[src/ray_sphere_closest_hit_unit_macros.svh]
// Assertion macros for the ray/sphere closest-hit unit.
`ifndef RAY_SPHERE_CLOSEST_HIT_UNIT_MACROS_SVH
`define RAY_SPHERE_CLOSEST_HIT_UNIT_MACROS_SVH
`ifndef NO_ASSERTIONS
`define RSCH_ASSERT_NOW(lbl, ante, cons, msg) \
  lbl: assert property (@(posedge clk) disable iff (rst) (ante) |-> (cons)) \
    else $error(msg);
`define RSCH_ASSERT_NEXT(lbl, ante, cons, msg) \
  lbl: assert property (@(posedge clk) disable iff (rst) (ante) |=> (cons)) \
    else $error(msg);
`else
`define RSCH_ASSERT_NOW(lbl, ante, cons, msg)
`define RSCH_ASSERT_NEXT(lbl, ante, cons, msg)
`endif
`endif

[src/rsch_pkg.sv]
// Shared types, constants and the product schedule of the closest-hit unit.
package rsch_pkg;

  localparam int DEF_MAX_SPHERES = 16;
  localparam int OW  = 68;   // signed operand width of the multiplier
  localparam int PW  = 136;  // product and sum width
  localparam int RW  = 134;  // radicand width of the square root
  localparam int NW  = 85;   // dividend width, also quotient width
  localparam int DVW = 64;   // divisor width
  localparam int SQI = 67;   // square root iterations
  localparam int SW  = 67;   // root width
  localparam logic [30:0] QMAX = 31'h7FFF_FFFF;

  typedef enum logic [0:0] {CMD_LOAD = 1'b0, CMD_CAST = 1'b1} cmd_t;

  typedef enum logic [3:0] {
    ST_IDLE, ST_MUL_ISSUE, ST_MUL_WAIT, ST_FETCH, ST_CO, ST_SQRT_ISSUE,
    ST_SQRT_WAIT, ST_ROOT, ST_DIV_ISSUE, ST_DIV_WAIT, ST_NEXT, ST_DONE
  } state_t;

  typedef enum logic [0:0] {DSU_SQRT, DSU_DIV} dsu_mode_t;

  typedef struct packed {
    logic      start;
    dsu_mode_t mode;
  } dsu_req_t;

  typedef enum logic [3:0] {
    SEL_DX, SEL_DY, SEL_DZ, SEL_COX, SEL_COY, SEL_COZ, SEL_RAD, SEL_A, SEL_H, SEL_C
  } sel_t;

  typedef enum logic [2:0] {DST_NONE, DST_A, DST_H, DST_C, DST_DISC} dst_t;

  typedef struct packed {
    sel_t xsel;
    sel_t ysel;
    logic first;
    logic neg;
    dst_t dest;
  } step_t;

  localparam logic [3:0] STEP_A_LAST    = 4'd2;
  localparam logic [3:0] STEP_SPH_FIRST = 4'd3;
  localparam logic [3:0] STEP_LAST      = 4'd11;

  typedef struct packed {
    logic [31:0] cx;
    logic [31:0] cy;
    logic [31:0] cz;
    logic [30:0] rad;
  } sphere_t;

  // Product schedule: a = D.D, h = CO.D, c = CO.CO - r*r, disc = h*h - a*c
  function automatic step_t step_fn(input logic [3:0] idx);
    step_t s;
    case (idx)
      4'd0:    s = '{SEL_DX,  SEL_DX,  1'b1, 1'b0, DST_NONE};
      4'd1:    s = '{SEL_DY,  SEL_DY,  1'b0, 1'b0, DST_NONE};
      4'd2:    s = '{SEL_DZ,  SEL_DZ,  1'b0, 1'b0, DST_A};
      4'd3:    s = '{SEL_COX, SEL_DX,  1'b1, 1'b0, DST_NONE};
      4'd4:    s = '{SEL_COY, SEL_DY,  1'b0, 1'b0, DST_NONE};
      4'd5:    s = '{SEL_COZ, SEL_DZ,  1'b0, 1'b0, DST_H};
      4'd6:    s = '{SEL_COX, SEL_COX, 1'b1, 1'b0, DST_NONE};
      4'd7:    s = '{SEL_COY, SEL_COY, 1'b0, 1'b0, DST_NONE};
      4'd8:    s = '{SEL_COZ, SEL_COZ, 1'b0, 1'b0, DST_NONE};
      4'd9:    s = '{SEL_RAD, SEL_RAD, 1'b0, 1'b1, DST_C};
      4'd10:   s = '{SEL_H,   SEL_H,   1'b1, 1'b0, DST_NONE};
      4'd11:   s = '{SEL_A,   SEL_C,   1'b0, 1'b1, DST_DISC};
      default: s = '{SEL_DX,  SEL_DX,  1'b1, 1'b0, DST_NONE};
    endcase
    return s;
  endfunction

endpackage

[src/rsch_dsu.sv]
// Square root and division unit sharing one subtractor, one result bit per cycle.
module rsch_dsu import rsch_pkg::*; (
  input  logic           clk,
  input  logic           rst,
  input  dsu_req_t       req,
  input  logic [RW-1:0]  radicand,
  input  logic [NW-1:0]  dividend,
  input  logic [DVW-1:0] divisor,
  output logic           done,
  output logic [NW-1:0]  result
);

  logic           running;
  dsu_mode_t      mode;
  logic [RW-1:0]  p;
  logic [RW-1:0]  r;
  logic [RW-1:0]  e;
  logic [DVW-1:0] dv;
  logic [6:0]     cnt;
  logic [DVW:0]   rem_sh;
  logic [RW-1:0]  minu;
  logic [RW-1:0]  subt;
  logic [RW:0]    diff;
  logic           borrow;

  // Shared subtract and compare
  always_comb begin
    rem_sh = {e[DVW-1:0], p[NW-1]};
    minu   = (mode == DSU_SQRT) ? p : RW'(rem_sh);
    subt   = (mode == DSU_SQRT) ? (r | e) : RW'(dv);
    diff   = {1'b0, minu} - {1'b0, subt};
    borrow = diff[RW];
  end

  assign done   = running && (cnt == '0);
  assign result = r[NW-1:0];

  // Track activity
  always_ff @(posedge clk) begin
    if (rst) begin
      running <= 1'b0;
    end else if (req.start) begin
      running <= 1'b1;
    end else if (done) begin
      running <= 1'b0;
    end
  end

  // Load, then iterate one bit per cycle
  always_ff @(posedge clk) begin
    if (req.start) begin
      mode <= req.mode;
      r    <= '0;
      dv   <= divisor;
      if (req.mode == DSU_SQRT) begin
        p   <= radicand;
        e   <= {2'b01, {(RW-2){1'b0}}};
        cnt <= 7'(SQI);
      end else begin
        p   <= RW'(dividend);
        e   <= '0;
        cnt <= 7'(NW);
      end
    end else if (running && (cnt != '0)) begin
      cnt <= cnt - 7'd1;
      if (mode == DSU_SQRT) begin
        if (!borrow) begin
          p <= diff[RW-1:0];
          r <= (r >> 1) | e;
        end else begin
          r <= r >> 1;
        end
        e <= e >> 2;
      end else begin
        p <= p << 1;
        e <= borrow ? RW'(rem_sh) : diff[RW-1:0];
        r <= {r[RW-2:0], ~borrow};
      end
    end
  end

endmodule

[config.mk]
export PLATFORM = sky130hd
export DESIGN_NAME = rsch_dsu
export DESIGN_NICKNAME = d
export VERILOG_FILES = /design/src/ray_sphere_closest_hit_unit_macros.svh /design/src/rsch_pkg.sv /design/src/rsch_dsu.sv
export SDC_FILE = /design/constraint.sdc
export NUM_CORES = 1
export LEC_CHECK = 0
export ABC_CLOCK_PERIOD_IN_PS = 25100
export BUFFER_PORTS_ARGS = -buffer_cell sky130_fd_sc_hd__buf_4
export CAP_MARGIN = 10
export CORE_MARGIN = 1.5
export CORE_UTILIZATION = 38
export CTS_CLUSTER_SIZE = 10
export DETAILED_ROUTE_END_ITERATION = 8
export PLACE_DENSITY = 0.57
export SYNTH_ARGS = -nofsm -noshare
export SYNTH_HDL_FRONTEND = slang
export SYNTH_SLANG_ARGS = --single-unit
[constraint.sdc]
create_clock -name clk -period 25.1 [get_ports clk]
set_input_delay 3.765 -clock clk [delete_from_list [all_inputs] [get_ports clk]]
set_output_delay 3.765 -clock clk [all_outputs]
set_load 0.05 [all_outputs]
==> results_dict.tcl <==
set metrics [dict create \
    netlist_instances 3985 \
    critPathLaunch "mode" \
    synth_cell_type_count 83 \
    cts.sinks 475 \
    placed_area_um2 37520 \
    syn2layout_area_growth_pct 12.92 \
    cpMostUsedCell "buf_4" \
    period_share_pct 31.62 \
    fin_util_pct 43.50 \
    fp.dieH_um 305.5 \
    avgSynthCellArea_um2 8.728 \
    synth_edf_count 340 \
    grt_max_degree 222 \
    rrSetupSlack_ns 17.16 \
    cp_cell_sequence "buf_4 > buf_12 > buf_4 > buf_4 > nor2b_1 > ha_1 > nand2_1 > nor2_1 > nand2_1 > or3_1 > nor2_1 > a21o_1 > a31oi_4 > o31ai_4 > a31o_4 > buf_4 > buf_4 > nand3_1 > o311a_1" \
    drt_iter0_markers 2838 \
    io_pins 373 \
    cts_root_buf "clkbuf_16" \
    fin_skew_ns 0.07244 \
    gp_congestion 0.9616 \
    drive_gt1_share_pct 14.48 \
    drv_cap 0 \
    numPortBuffers 372 \
    antenna_found_initial 0 \
    grt_pass1_vias 30310 \
    multi_input_area_um2 19840 \
    crit_path_end "e[51]" \
    yosys.area_share.simple_pct 18.71 \
    die_w_um 305.5 \
    finalSetupTns_ns 0 \
    slew_headroom_pct 20.32 \
    startpoint_type "flip-flop" \
    clkLatencyLatePin_ns 0.68 \
    path_class "flip-flop to flip-flop" \
    wl_um 120500 \
    synth_top_family_by_area "compound AO/OA/AOI/OAI gates" \
    synth_seq_cells 475 \
    start_util_pct 38.52 \
    p_per_area_nw_per_um2 93.41 \
    async_flop_share_pct 0 \
    reg2regPathDepth 19 \
    final_area_um2 39280 \
    required_ns 25.49 \
    cts.clk_slew.worst_paths_ns 0.06 \
    dp_hpwl_um 86190 \
    postCtsResizedCells 0 \
    synth.largest_area_cell "edfxtp_1" \
    synth-main-ff-cell "edfxtp_1" \
    p_leak_uw 0.01464 \
    regToRegEndpoint "e[51]" \
    cts_buffer_depth 3 \
    synth_compound_area_share_pct 24.50 \
    worst_ep_arrival_time_ns 8.33 \
    fp.coreArea_um2 90290 \
    synthAdderAreaFrac_pct 4.950 \
    slowest_delay_ns 0.91 \
    gr-total-overflow 0 \
    grt_pass1_wl_um 184700 \
    htreeDepth 2 \
    hp-class "flip-flop to flip-flop" \
    fin_ws_ns 17.16 \
    dieArea_um2 93350 \
    synthXorXnorAreaFrac_pct 3.324 \
    r2r-start "mode" \
    synth_top_area_share_pct 29.35 \
    yosys-top-cells-count "o21ai_0 (437), edfxtp_1 (340), nor2_1 (316)" \
    drc 0 \
    crit_fanout 177 \
    first_pass_iters 5 \
    slowest_stage "buf_4" \
    yosys_warnings 0 \
    fillers 9025 \
    critPathCaptureType "flip-flop" \
    setup_viol 0 \
    min_path_cells 2 \
    hold_viol_final 0 \
    track_usage_pct 24.89 \
    ys_top_cells_by_area "edfxtp_1 (29%), dfxtp_1 (7.8%), o21ai_0 (6.3%)" \
    pre_cts_slack_ns 17.24 \
    crit_buf_inv 6 \
    status "complete, no violations" \
    ant_nets 0 \
    cts_tree "yes" \
    dr_total_vias 31590 \
    cts_hold_buffers 0 \
    fin_nets 4480 \
    worst_pin_slew_ns 1.195 \
    fmax_mhz 126.0 \
    syn_area_um2 34780 \
    cts_buffers 58 \
    synth_most_common_cell "o21ai_0" \
    cp.depth 19 \
    seq_area_um2 12910 \
    wl_per_cell_um 22.82 \
    peakVddDrop_mv 0.05793 \
    yosysSeqAreaShare_pct 37.12 \
    synth_nets 4409 \
    fin_crit_ns 7.937 \
    synth.area.mux_share_pct 5.421 \
    rows 110 \
    cts_setup_buffers 0 \
    critical-path-top-delay-family "buffers and inverters" \
    rsz0062_at_grt "no" \
    maxSlewViolCount 0 \
    drt-vias-per-instance 5.982 \
]
layout make-up:
class	count	share of cell area, %
tap	1176	3.746
timing repair buffer	407	7.904
inverter	46	0.4715
clock inverter	13	0.3600
sequential	475	32.88
clock buffer	94	4.116
multi-input combinational	3068	50.52
antenna	1	0.006371
cells by family (layout without fill, tap and decap cells):
family | after synthesis | after routing
AOI/OAI and AO/OA | 1343 | 1343
and+or+nand+nor | 1276 | 1276
DFF | 475 | 475
buffers and inverters | 442 | 560
muxes | 180 | 180
adders and majority gates | 137 | 137
xor gates and xnor gates | 132 | 132
other | 0 | 1
through the flow:
| step | hold slack (ns) | cells | power [uW] |
|---|---|---|---|
| after floorplan | 0.4778 | 3985 | 2346 |
| after global placement | 0.5004 | 5172 | 2846 |
| after detailed placement | 0.5131 | 5172 | 2844 |
| after CTS | 0.5216 | 5279 | 3665 |
| after global routing | 0.5407 | 5279 | 3883 |
| final | 0.5179 | 5280 | 3669 |
tightest hold or removal path, delay by kind of cell, from the launching register on:
kind / cells / cell delay, ns
AND/OR/NAND/NOR: 1 / 0.10
AO/OA/AOI/OAI: 1 / 0.05
flip-flops: 1 / 0.32
power by group:
part	leakage (uW)	switching (uW)	internal, uW
logic	0.00922	1130	607
registers	0.00458	117	1010
clock network	0.000842	357	450
cell usage in the layout, fill, tap and decap left out, types with 38 or more instances in the layout:
| master | instances |
|---|---|
| a211oi_1 | 205 |
| a21o_1 | 53 |
| a21oi_1 | 290 |
| a22o_1 | 38 |
| buf_4 | 402 |
| clkbuf_16 | 58 |
| dfxtp_1 | 135 |
| edfxtp_1 | 340 |
| ha_1 | 136 |
| inv_1 | 44 |
| mux2_2 | 67 |
| mux2i_1 | 113 |
| nand2_1 | 245 |
| nand3_1 | 88 |
| nand3b_1 | 145 |
| nand4_1 | 68 |
| nor2_1 | 314 |
| nor2b_1 | 80 |
| nor3_1 | 165 |
| o21ai_0 | 437 |
| o21bai_1 | 39 |
| o311a_1 | 57 |
| or3_1 | 80 |
| xnor2_1 | 79 |
| xor2_1 | 53 |
state kept, by name, summed over array words and instances (netlist names):
signal	flops
cnt	7
dv	64
e	134
mode	1
p	134
r	134
running	1
worst min-delay path by stage:
stage,from,to,slack (ns)
floorplan,r[132],r[133],0.48
global route,r[133],r[133],0.54
global placement,r[133],r[133],0.50
CTS,r[133],r[133],0.52
finish,r[133],r[133],0.52
detailed placement,r[133],r[133],0.51
per-layer routing:
metal	global-route usage (%)	share of wire, %
met1	34.90	46
met2	40.09	46
met3	3.252	5.4
met4	6.849	2.6
met5	0	0
Power figures use the tool's default switching activity.
